## config.mk

```make
export PLATFORM = sky130hd
export DESIGN_NAME = two_axis_scurve_rate_limiter
export DESIGN_NICKNAME = d
export VERILOG_FILES = /design/src/rtl/core/srl_pkg.sv /design/src/rtl/core/srl_axis.sv /design/src/rtl/core/srl_merge.sv /design/src/rtl/core/two_axis_scurve_rate_limiter.sv
export SDC_FILE = /design/constraint.sdc
export NUM_CORES = 2
export LEC_CHECK = 0
export ABC_AREA = 1
export BUFFER_PORTS_ARGS = -buffer_cell sky130_fd_sc_hd__buf_2
export CORE_MARGIN = 2
export CORE_UTILIZATION = 60
export CTS_CLUSTER_SIZE = 14
export DETAILED_ROUTE_END_ITERATION = 10
export PLACE_DENSITY = 0.91
export SLEW_MARGIN = 5
export SYNTH_ARGS = -nofsm -noshare
export SYNTH_HDL_FRONTEND = slang
export SYNTH_SLANG_ARGS = --single-unit
```

## constraint.sdc

```tcl
create_clock -name clk -period 8.6 [get_ports clk]
set_input_delay 1.72 -clock clk [delete_from_list [all_inputs] [get_ports clk]]
set_output_delay 1.72 -clock clk [all_outputs]
set_load 0.05 [all_outputs]
```

## src/rtl/core/srl_pkg.sv

```systemverilog
// Shared types and constants for the two-axis s-curve rate limiter.
// Used by srl_axis, srl_merge and two_axis_scurve_rate_limiter; no dependencies.
package srl_pkg;

    localparam int ANGLE_W = 32;
    localparam int PHASE_W = 17;
    localparam int LIMIT_W = 31;
    localparam int CFG_ADDR_W = 2;

    localparam logic [PHASE_W-1:0] PHASE_ONE = 17'd65536;
    // 3.0 in Q2.16 for the factor 3 - 2p of the smoothstep
    localparam logic [17:0] SMOOTH_K = 18'd196608;

    localparam logic [PHASE_W-1:0] PHASE_STEP_RESET = 17'd1311;
    localparam logic [LIMIT_W-1:0] MAX_STEP_RESET = 31'd2359296;

    localparam logic [CFG_ADDR_W-1:0] CFG_PHASE_STEP = 2'd0;
    localparam logic [CFG_ADDR_W-1:0] CFG_MAX_YAW_STEP = 2'd1;
    localparam logic [CFG_ADDR_W-1:0] CFG_MAX_PITCH_STEP = 2'd2;

    typedef enum logic [3:0] {
        LN_IDLE,
        LN_PHASE,
        LN_SQUARE,
        LN_SMOOTH,
        LN_SHAPE,
        LN_SCALE,
        LN_ROUND,
        LN_CLAMP,
        LN_UPDATE
    } lane_state_t;

    typedef struct packed {
        logic start;
        logic target;
        logic advance;
    } lane_ctrl_t;

    typedef struct packed {
        logic busy;
        logic done;
    } lane_stat_t;

endpackage

```

## src/rtl/core/srl_axis.sv

```systemverilog
// One axis lane: phase update, smoothstep, scaled profile, clamp and saturate.
// One shared 33x18 multiplier sequenced by a state machine. Depends on srl_pkg.
module srl_axis (
    input  logic                                clk,
    input  logic                                rst_n,
    input  srl_pkg::lane_ctrl_t                 ctrl,
    input  logic signed [srl_pkg::ANGLE_W-1:0]  goal,
    input  logic        [srl_pkg::PHASE_W-1:0]  phase_step,
    input  logic        [srl_pkg::LIMIT_W-1:0]  limit,
    output srl_pkg::lane_stat_t                 status,
    output logic signed [srl_pkg::ANGLE_W-1:0]  angle
);
    import srl_pkg::*;

    lane_state_t state_reg, state_next;

    logic signed [31:0] now_reg;
    logic signed [31:0] goal_reg;
    logic signed [31:0] origin_reg;
    logic [16:0]        phase_reg;
    logic [50:0]        prod_reg;
    logic [16:0]        s_reg;
    logic [32:0]        mag_reg;
    logic               neg_reg;
    logic signed [33:0] prof_reg;
    logic signed [31:0] step_reg;

    logic [32:0] mul_a;
    logic [17:0] mul_b;
    logic [50:0] product;

    logic [17:0]        phase_sum;
    logic signed [32:0] delta;
    logic [50:0]        shape_sum;
    logic [50:0]        round_sum;
    logic [32:0]        rounded;
    logic signed [32:0] progress;
    logic signed [34:0] step_raw;
    logic signed [34:0] lim_pos;
    logic signed [34:0] lim_neg;
    logic signed [34:0] step_clamped;
    logic signed [32:0] angle_sum;

    assign product = {18'b0, mul_a} * {33'b0, mul_b};

    assign phase_sum = {1'b0, phase_reg} + {1'b0, phase_step};
    assign delta = {goal_reg[31], goal_reg} - {origin_reg[31], origin_reg};
    assign shape_sum = prod_reg + 51'h0_8000_0000;
    assign round_sum = prod_reg + 51'd32768;
    assign rounded = round_sum[48:16];
    assign progress = {now_reg[31], now_reg} - {origin_reg[31], origin_reg};
    assign step_raw = {prof_reg[33], prof_reg} - {{2{progress[32]}}, progress};
    assign lim_pos = $signed({4'b0, limit});
    assign lim_neg = -lim_pos;

    always_comb
    begin
        if (step_raw > lim_pos)
        begin
            step_clamped = lim_pos;
        end
        else if (step_raw < lim_neg)
        begin
            step_clamped = lim_neg;
        end
        else
        begin
            step_clamped = step_raw;
        end
    end

    assign angle_sum = {now_reg[31], now_reg} + {step_reg[31], step_reg};

    always_comb
    begin
        if (angle_sum[32] != angle_sum[31])
        begin
            angle = angle_sum[32] ? 32'sh8000_0000 : 32'sh7fff_ffff;
        end
        else
        begin
            angle = angle_sum[31:0];
        end
    end

    always_comb
    begin
        state_next = state_reg;
        unique case (state_reg)
            LN_IDLE:
            begin
                if (ctrl.start && !ctrl.target)
                begin
                    state_next = LN_PHASE;
                end
            end
            LN_PHASE:  state_next = LN_SQUARE;
            LN_SQUARE: state_next = LN_SMOOTH;
            LN_SMOOTH: state_next = LN_SHAPE;
            LN_SHAPE:  state_next = LN_SCALE;
            LN_SCALE:  state_next = LN_ROUND;
            LN_ROUND:  state_next = LN_CLAMP;
            LN_CLAMP:  state_next = LN_UPDATE;
            LN_UPDATE:
            begin
                if (ctrl.advance)
                begin
                    state_next = LN_IDLE;
                end
            end
            default:   state_next = LN_IDLE;
        endcase
    end

    always_comb
    begin
        mul_a = '0;
        mul_b = '0;
        unique case (state_reg)
            LN_SQUARE:
            begin
                mul_a = {16'b0, phase_reg};
                mul_b = {1'b0, phase_reg};
            end
            LN_SMOOTH:
            begin
                mul_a = prod_reg[32:0];
                mul_b = SMOOTH_K - {phase_reg, 1'b0};
            end
            LN_SCALE:
            begin
                mul_a = mag_reg;
                mul_b = {1'b0, s_reg};
            end
            default:
            begin
                mul_a = '0;
                mul_b = '0;
            end
        endcase
        status.busy = (state_reg != LN_IDLE);
        status.done = (state_reg == LN_UPDATE) && ctrl.advance;
    end

    always_ff @(posedge clk or negedge rst_n)
    begin
        if (!rst_n)
        begin
            state_reg <= LN_IDLE;
            now_reg <= '0;
            goal_reg <= '0;
            origin_reg <= '0;
            phase_reg <= '0;
        end
        else
        begin
            state_reg <= state_next;
            if (state_reg == LN_IDLE && ctrl.start && ctrl.target)
            begin
                goal_reg <= goal;
                origin_reg <= now_reg;
                phase_reg <= '0;
            end
            if (state_reg == LN_PHASE)
            begin
                if (now_reg != goal_reg)
                begin
                    phase_reg <= (phase_sum > {1'b0, PHASE_ONE}) ? PHASE_ONE
                                                                 : phase_sum[16:0];
                end
                else
                begin
                    phase_reg <= '0;
                    origin_reg <= now_reg;
                end
            end
            if (state_reg == LN_UPDATE && ctrl.advance)
            begin
                now_reg <= angle;
            end
        end
    end

    always_ff @(posedge clk)
    begin
        unique case (state_reg)
            LN_SQUARE:
            begin
                prod_reg <= product;
                neg_reg <= delta[32];
                mag_reg <= delta[32] ? 33'(-delta) : 33'(delta);
            end
            LN_SMOOTH: prod_reg <= product;
            LN_SHAPE:  s_reg <= shape_sum[48:32];
            LN_SCALE:  prod_reg <= product;
            LN_ROUND:  prof_reg <= neg_reg ? -$signed({1'b0, rounded})
                                           : $signed({1'b0, rounded});
            LN_CLAMP:  step_reg <= step_clamped[31:0];
            default:
            begin
            end
        endcase
    end

`ifndef SYNTH
    a_phase_range: assert property (@(posedge clk) disable iff (!rst_n)
        phase_reg <= PHASE_ONE)
        else $error("phase above one");

    a_shape_range: assert property (@(posedge clk) disable iff (!rst_n)
        (state_reg == LN_SHAPE) |=> (s_reg <= PHASE_ONE))
        else $error("smoothstep value above one");

    a_step_limit: assert property (@(posedge clk) disable iff (!rst_n)
        (state_reg == LN_UPDATE) |->
            (step_reg <= $signed({1'b0, limit})) && (step_reg >= -$signed({1'b0, limit})))
        else $error("step beyond axis limit");
`endif

endmodule

```

## src/rtl/core/srl_merge.sv

```systemverilog
// Merge stage: joins the yaw and pitch lane results into one output word.
// Holds the word until taken and tells the lanes when they may commit. Uses srl_pkg.
module srl_merge (
    input  logic                                clk,
    input  logic                                rst_n,
    input  logic                                load,
    input  logic signed [srl_pkg::ANGLE_W-1:0]  yaw_angle,
    input  logic signed [srl_pkg::ANGLE_W-1:0]  pitch_angle,
    output logic                                advance,
    output logic                                m_axis_tvalid,
    input  logic                                m_axis_tready,
    output logic [2*srl_pkg::ANGLE_W-1:0]       m_axis_tdata   // yaw_angle, pitch_angle
);
    import srl_pkg::*;

    logic                     valid_reg, valid_next;
    logic [2*ANGLE_W-1:0]     data_reg;

    assign advance = !valid_reg || m_axis_tready;

    always_comb
    begin
        valid_next = valid_reg;
        if (m_axis_tready)
        begin
            valid_next = 1'b0;
        end
        if (load)
        begin
            valid_next = 1'b1;
        end
    end

    always_ff @(posedge clk or negedge rst_n)
    begin
        if (!rst_n)
        begin
            valid_reg <= 1'b0;
        end
        else
        begin
            valid_reg <= valid_next;
        end
    end

    always_ff @(posedge clk)
    begin
        if (load)
        begin
            data_reg <= {pitch_angle, yaw_angle};
        end
    end

    assign m_axis_tvalid = valid_reg;
    assign m_axis_tdata = data_reg;

endmodule

```

## src/rtl/core/two_axis_scurve_rate_limiter.sv

```systemverilog
// Two-axis s-curve rate limiter: config registers, two axis lanes and merge stage.
// Depends on srl_pkg, srl_axis and srl_merge.
//
// A target word (tuser = 1) stores new yaw and pitch goals and gives
// no output; the block is ready again the next cycle. A tick word (tuser = 0) runs
// both axis lanes side by side through an eight-state sequence around one shared
// 33x18 multiplier per lane (phase, square, cube term, shape, scale, round, clamp,
// update), and a new word is taken only once both lanes are back in idle after the
// update step. The output register holds the result while the next word is
// accepted; a tick stalls at its update step only while the previous output word
// is still waiting. Angles are Q15.16 degrees.
module two_axis_scurve_rate_limiter (
    input  logic                              clk,
    input  logic                              rst_n,
    input  logic                              cfg_we,
    input  logic [srl_pkg::CFG_ADDR_W-1:0]    cfg_addr,
    input  logic [srl_pkg::LIMIT_W-1:0]       cfg_wdata,
    input  logic                              s_axis_tvalid,
    output logic                              s_axis_tready,
    input  logic [63:0]                       s_axis_tdata,   // goal_yaw, goal_pitch
    input  logic [0:0]                        s_axis_tuser,   // operation
    output logic                              m_axis_tvalid,
    input  logic                              m_axis_tready,
    output logic [63:0]                       m_axis_tdata    // yaw_angle, pitch_angle
);
    import srl_pkg::*;

    logic [PHASE_W-1:0] phase_step_reg;
    logic [LIMIT_W-1:0] max_yaw_step_reg;
    logic [LIMIT_W-1:0] max_pitch_step_reg;

    lane_ctrl_t lane_ctrl;
    lane_stat_t yaw_stat;
    lane_stat_t pitch_stat;
    logic signed [ANGLE_W-1:0] yaw_angle;
    logic signed [ANGLE_W-1:0] pitch_angle;
    logic advance;
    logic accept;

    always_ff @(posedge clk or negedge rst_n)
    begin
        if (!rst_n)
        begin
            phase_step_reg <= PHASE_STEP_RESET;
            max_yaw_step_reg <= MAX_STEP_RESET;
            max_pitch_step_reg <= MAX_STEP_RESET;
        end
        else if (cfg_we)
        begin
            unique case (cfg_addr)
                CFG_PHASE_STEP:     phase_step_reg <= cfg_wdata[PHASE_W-1:0];
                CFG_MAX_YAW_STEP:   max_yaw_step_reg <= cfg_wdata;
                CFG_MAX_PITCH_STEP: max_pitch_step_reg <= cfg_wdata;
                default:
                begin
                end
            endcase
        end
    end

    assign s_axis_tready = !yaw_stat.busy && !pitch_stat.busy;
    assign accept = s_axis_tvalid && s_axis_tready;

    assign lane_ctrl.start = accept;
    assign lane_ctrl.target = s_axis_tuser[0];
    assign lane_ctrl.advance = advance;

    srl_axis u_yaw (
        .clk        (clk),
        .rst_n      (rst_n),
        .ctrl       (lane_ctrl),
        .goal       ($signed(s_axis_tdata[31:0])),
        .phase_step (phase_step_reg),
        .limit      (max_yaw_step_reg),
        .status     (yaw_stat),
        .angle      (yaw_angle)
    );

    srl_axis u_pitch (
        .clk        (clk),
        .rst_n      (rst_n),
        .ctrl       (lane_ctrl),
        .goal       ($signed(s_axis_tdata[63:32])),
        .phase_step (phase_step_reg),
        .limit      (max_pitch_step_reg),
        .status     (pitch_stat),
        .angle      (pitch_angle)
    );

    srl_merge u_merge (
        .clk           (clk),
        .rst_n         (rst_n),
        .load          (yaw_stat.done && pitch_stat.done),
        .yaw_angle     (yaw_angle),
        .pitch_angle   (pitch_angle),
        .advance       (advance),
        .m_axis_tvalid (m_axis_tvalid),
        .m_axis_tready (m_axis_tready),
        .m_axis_tdata  (m_axis_tdata)
    );

`ifndef SYNTH
    a_lanes_lockstep: assert property (@(posedge clk) disable iff (!rst_n)
        (yaw_stat.done == pitch_stat.done) && (yaw_stat.busy == pitch_stat.busy))
        else $error("axis lanes out of step");

    a_no_overwrite: assert property (@(posedge clk) disable iff (!rst_n)
        yaw_stat.done |-> (!m_axis_tvalid || m_axis_tready))
        else $error("result loaded over a waiting word");

    a_tick_starts: assert property (@(posedge clk) disable iff (!rst_n)
        (accept && !s_axis_tuser[0]) |=> (yaw_stat.busy && !s_axis_tready))
        else $error("tick accepted but lanes idle");
`endif

endmodule
```

# Word level (Yosys, flattened, before mapping)
# Cells that the tools add are included.
[classes] addsub=22 mul=2 order_cmp=6 eq_ne=26 mux=36 reduce_logical=30
[op_table] operator="$mux 32" n=14
[op_table] operator="$pmux 33 s3" n=2
[op_table] operator="$mux 17" n=8
[op_table] operator="$sub 32x32->33" n=4
[op_table] operator="$pmux 18 s3" n=2
[op_table] operator="$add 49x16->49 const B" n=2
[op_table] operator="$add 49x32->49 const B" n=2
[op_table] operator="$mul 33x18->49" n=2
[op_table] operator="$pmux 4 s9" n=2
[op_table] operator="$gt 35x32->1" n=2
[op_table] operator="$lt 35x35->1" n=2
[op_table] operator="$neg 31->35" n=2
[op_table] operator="$sub 34x33->35" n=2
[op_table] operator="$neg 33->34" n=2
[op_table] operator="$add 32x32->33" n=2
[op_table] operator="$mux 33" n=2
[op_table] operator="$neg 33->33" n=2
[op_table] operator="$ne 32x32->1" n=2
[op_table] operator="$mux 31" n=2
[op_table] operator="$add 17x17->18" n=2
[op_table] operator="$gt 18x17->1 const B" n=2
[op_table] operator="$sub 18x18->18 const A" n=2
[op_table] operator="$eq 4x3->1 const B" n=8
[op_table] operator="$eq 4x2->1 const B" n=4
[op_table] operator="other kinds (18)" n=46
[totals] reg_bits=710 in_bits=103 output_inout_bits=66 word_cells=155

# Longest topological paths before layout
[logic_depth] depth_word=9 ltp_mapped=40 depth_no_buf=40

# Modules after synthesis
# A second synthesis with hierarchy kept.
[hier_totals] hier_cells=12305 area_unflattened_um2=93246.9
[by_module_without_submodules] module="srl_axis at u_pitch" instances=1 cells_per_inst=5997 area_per_inst_um2=44159.9 seq_area_each_um2=7912.6
[by_module_without_submodules] module="srl_axis at u_yaw" instances=1 cells_per_inst=5882 area_per_inst_um2=43805.8 seq_area_each_um2=7912.6
[by_module_without_submodules] module="two_axis_scurve_rate_limiter" instances=1 cells_per_inst=357 area_per_inst_um2=3314.4 seq_area_each_um2=1990.7
[by_module_without_submodules] module="srl_merge" instances=1 cells_per_inst=69 area_per_inst_um2=1966.9 seq_area_each_um2=1946.9

# Worst setup path before layout
# No wires, ideal clock.
[synth_timing] kind="register to register" startpoint="register u_yaw.state_reg[3]" endpoint="register u_yaw.prod_reg[31] (data pin)" setup_time_ps=259 arrival_ps=9118 t_required_ps=8341 setup_slack_ps=-777 path_stages_with_launch=31 path_buffers=2 period_less_slack_ps=9377 path_cell_list="dfrtp_1 -> nor2_1 -> inv_1 -> nor3_1 -> inv_1 -> buf_2 -> nor2_1 -> a221oi_1 -> inv_1 -> clkbuf_1 -> nand2_1 -> fa_1 -> fa_1 -> inv_1 -> fa_1 -> fa_1 -> fa_1 -> inv_1 -> fa_1 -> inv_1 -> ha_1 -> nand2_1 -> nor2_1 -> nand4_1 -> nor2_1 -> nor2_1 -> o21ai_0 -> a21oi_1 -> o21ai_0 -> a31oi_1 -> xnor2_1"
[synth_between] elab_chain_cells=3 elab_cells_between_ends=6 cone_classes="mul (1); eq/ne (3); mux (2)"
[synth_lines] item="start, declared" line_no="srl_axis.sv:15" rtl="lane_state_t state_reg, state_next;"
[synth_lines] item="start signal, assigned" line_no="srl_axis.sv:157" rtl="state_reg <= state_next;"
[synth_lines] item="$eq 4x3->1 or $eq 4x2->1 (tied branches)" line_no="srl_axis.sv:119" rtl="unique case (state_reg)"
[synth_lines] item="$pmux 33 s3 or $pmux 18 s3 (tied branches)" line_no="srl_axis.sv:119"
[synth_lines] item="$mul 33x18->49 (*)" line_no="srl_axis.sv:44" rtl="assign product = {18'b0, mul_a} * {33'b0, mul_b};"
[synth_lines] item="net u_yaw.product[31]" line_no="srl_axis.sv:30" rtl="logic [50:0] product;"
[synth_lines] item="end signal, assigned" line_no="srl_axis.sv:189" rtl="prod_reg <= product;"
[synth_lines] item="end signal, assigned" line_no="srl_axis.sv:193" rtl="LN_SMOOTH: prod_reg <= product;"
[synth_lines] item="end signal, assigned" line_no="srl_axis.sv:195" rtl="LN_SCALE: prod_reg <= product;"
[synth_lines] item="end, declared" line_no="srl_axis.sv:21" rtl="logic [50:0] prod_reg;"
# Mark *: on every way through the listed nets, which the timed path passes. The rest lies on a longest branch.
# A chain may end at the register's enable or synchronous reset.

# Worst setup path in the final report
[layout_timing] startpoint="register u_yaw.phase_reg[0]" endpoint="register u_yaw.prod_reg[47] (data pin)"
[layout_between] elab_chain_cells=3 elab_cells_between_ends=4 cone_classes="add/sub (1); mul (1); mux (2)"
[layout_lines] item="start, declared" line_no="srl_axis.sv:20" rtl="logic [16:0] phase_reg;"
[layout_lines] item="start signal, assigned" line_no="srl_axis.sv:168" rtl="phase_reg <= (phase_sum > {1'b0, PHASE_ONE}) ? PHASE_ONE"
[layout_lines] item="$sub 18x18->18" line_no="srl_axis.sv:128" rtl="mul_b = SMOOTH_K - {phase_reg, 1'b0};"
[layout_lines] item="$pmux 18 s3" line_no="srl_axis.sv:119"
[layout_lines] item="$mul 33x18->49 (*)" line_no="srl_axis.sv:44"
[layout_lines] item="net u_yaw.product[47]" line_no="srl_axis.sv:30"
# Marked as above.

==> summary.md <==
| Metric | Value |
|---|---|
| Relative slew slack | 0.193 |
| Status | complete, no violations |
| Worst skew pair latency | 0.68 ns |
| Post-DP HPWL | around 230000 um |
| Routed length per instance | around 20 um |
| Core region area | 0.152 sq mm |
| CP Capture Type | flip-flop |
| Warnings from Yosys | 0 |
| Final Cycle Share | 0.961 |
| Worst Tran Pin Value | between 1 and 1.5 ns |
| Cell row count | about 140 |
| Worst Hold End | u_yaw.state_reg[0]$_DFFE_PN0P_ |
| # diodes | 0 |
| Hold Path Stages | 1 |
| Die Span X | a little under 400 um |
| Hold path start | u_yaw.state_reg[3]$_DFFE_PN0P_ |
| Slowest cell on crit path | nor4_1 |
| Initial antenna violation count | 2 |
| Yosys cell types | 72 |
| Dpl cell area | between 0.09 and 0.1 sq mm |
| Port Buffers | about 170 |
| H-tree levels | 3 |
| ANT nets after route | 0 |
| Initial Util | 0.606 |
| Pre-antenna DRT Iters | 9 |
| Sequential Area | about 0.020 sq mm |
| FF-to-FF End | u_yaw.prod_reg[47]$_DFFE_PP_ |
| Post-synth top area share | 0.231 |
| Initial DRC Count | 9312 |
| Flops & latches, synth | 710 |
| Post-route clock skew | between 0.02 and 0.025 ns |
| Finished Core Util | 0.646 |
| Die Y | between 300 and 400 um |
| Synthesized Nets | roughly 14000 |
| # DRC | 0 |
| Final setup fails | 0 |
| Final Net Count | 13900 |
| CTS Root Cell | clkbuf_16 |
| Final period demand of the worst path | roughly 8.3 ns |
| DR vias/cell | 5.79 |
| First-pass GRT wire length | 441000 um |
| FF-to-FF path depth | 33 |
| Fraction of layout instances using a drive strength above 1 | 0.0616 |
| R2R Path Start | u_yaw.phase_reg[0]$_DFFE_PN0P_ |
| Post-synthesis cell area | approximately 0.092 sq mm |
| All-Layer GR Usage | 0.360 |
| Setup crit start kind | flip-flop |
| Vias in the first global route | 80800 |
| Largest net degree at the start of global routing | 102 |
| Ports | ~170 |
| Layout fillers | ~13000 |
| Max reg flops | 64 |
| Footprint of the multi-input gates | roughly 0.062 sq mm |
| Cells after Synth | 12000 |
| Max cap viols | 0 |
| Post-synth ARST share | 0.442 |
| Fmax achieved | roughly 0.12 GHz |
| Dominant cells by area after synthesis | fa_1, edfxtp_1, nand2_1 |
| Commonest cells in the netlist | nand2_1, inv_1, fa_1 |
| Req. time, crit path | 9.02 ns |
| Synth-to-Final Area Change | 6.71% |
| Design area | between 0.09 and 0.1 sq mm |
| RSZ-0062 raised after global routing | no |
| Worst-path clk slew | about 0.06 ns |
| Ys flop type | edfxtp_1 |
| Die ar. | between 0.15 and 0.2 sq mm |
| Hold Crit Class | reg -> reg |
| Final non-filler cell total | 14200 |
| GRT overflow | 0 |
| Worst path max stage delay | 0.61 ns |
| CTS tree | yes |
| Sequential share of the synthesized area | 0.214 |
| Setup total negative slack | 0 ns |
| CTS sink cnt | 710 |
| Routed WL | around 280000 um |
| Reg2Reg Setup Slack | about 0.33 ns |
| Final RePlAce weighted congestion | between 1 and 1.5 |
| Cell with the most instances after synthesis | nand2_1 |
| Num CTS Buffers | 73 |
| CP Max Fanout | 25 |
| Via count | slightly above 80000 |
| Mapped Avg Cell Area | 7.71 sq um |
| Critical Setup Path Class | reg -> reg |
| Clock Path Buffers | 3 |
| EDFF count, synth | 396 |
| Cell taking the most area after synthesis | fa_1 |
| Placed cell count | ~14000 |
| Final Hold Fails | 0 |
| WP data arrival | 8.68 ns |
| Max-slew violation count | 0 |
-- metrics by stage --
stage,worst slack (ns),hold WS [ns]
after floorplan,0.354,0.449
after global placement,0.724,0.470
after detailed placement,0.529,0.484
after CTS,0.497,0.492
after global routing,0.00513,0.532
final,0.334,0.494
-- placed cells by master, fill, tap and decap left out, drive strengths merged, types with 5 or more instances in the layout --
cell      synthesis  final
a211oi           12     12
a21boi            9      9
a21o             41     41
a21oi           435    435
a221oi           43     43
a31oi            52     52
buf              83    358
bufinv            0      5
clkbuf          209     94
clkinv           17     38
clkinvlp          0     10
dfrtp           303    303
dfstp            11     11
edfxtp          396    396
fa             1064   1064
ha              602    602
inv            2465   2469
mux2             61     61
nand2          3088   3088
nand3           420    420
nand3b           22     22
nand4           143    143
nor2           1094   1094
nor3            148    148
nor3b            11     11
nor4             48     48
o211ai           19     19
o21a             30     30
o21ai           486    486
o21bai           39     39
o221ai            9      9
o22ai            34     34
or2              13     13
xnor2           160    160
xor2            370    370
-- worst max-delay path by stage --
stage	startpoint	end	slack [ns]
3_5_place_dp	u_yaw.phase_reg[0]$_DFFE_PN0P_	u_yaw.prod_reg[47]$_DFFE_PP_	0.53
6_report	u_yaw.phase_reg[0]$_DFFE_PN0P_	u_yaw.prod_reg[47]$_DFFE_PP_	0.33
3_3_place_gp	u_yaw.phase_reg[0]$_DFFE_PN0P_	u_yaw.prod_reg[46]$_DFFE_PP_	0.72
4_1_cts	u_yaw.phase_reg[0]$_DFFE_PN0P_	u_yaw.prod_reg[47]$_DFFE_PP_	0.50
2_1_floorplan	u_yaw.state_reg[3]$_DFFE_PN0P_	u_yaw.prod_reg[31]$_DFFE_PP_	0.35
5_1_grt	u_yaw.phase_reg[0]$_DFFE_PN0P_	u_yaw.prod_reg[48]$_DFFE_PP_	0.005
-- worst max-delay path, delay by kind of cell (launching register included) --
kind	cells	cell delay [ns]
flip-flops	1	0.42
adder cells (fa/ha/maj)	8	3.45
AND/OR/NAND/NOR	16	3.00
buffers and inverters	6	0.72
AO/OA/AOI/OAI	2	0.26
XOR/XNOR	1	0.15
-- logic make-up (layout without fill, tap and decap cells) --
family | Yosys count | after routing | share of synthesized area
muxes | 61 | 61 | 0.00745
AOI/OAI and AO/OA | 1226 | 1226 | 0.0757
buffers and inverters | 2774 | 2974 | 0.114
and+or+nand+nor | 4997 | 4997 | 0.223
DFF | 710 | 710 | 0.214
xor gates and xnor gates | 530 | 530 | 0.0520
adders and majority gates | 1666 | 1666 | 0.313
-- final cells by class --
class                      instances  share of cell area
timing repair buffer             358              0.0234
clock buffer                      94              0.0205
sequential                       710               0.201
tap                             2030              0.0258
multi-input combinational       8480               0.631
inverter                        2482              0.0948
clock inverter                    40             0.00383
-- routing by layer --
metal / vias up / part of all wire / global-route usage
met2: 4917 / 0.44 / 0.559
li1: 37300 / - / -
met4: 2 / 0.062 / 0.183
met3: 1103 / 0.12 / 0.0748
met5: - / 0.000039 / 0
met1: 38800 / 0.38 / 0.477
-- repair_timing --
item,CTS,global route
hold buffers,0,0
endpoints found under the setup margin,0,14
gates resized for setup,0,11
buffers inserted,0,1
Power is not shown: default switching activity piles up to over one toggle a cycle in this logic, so the estimate is an artifact.
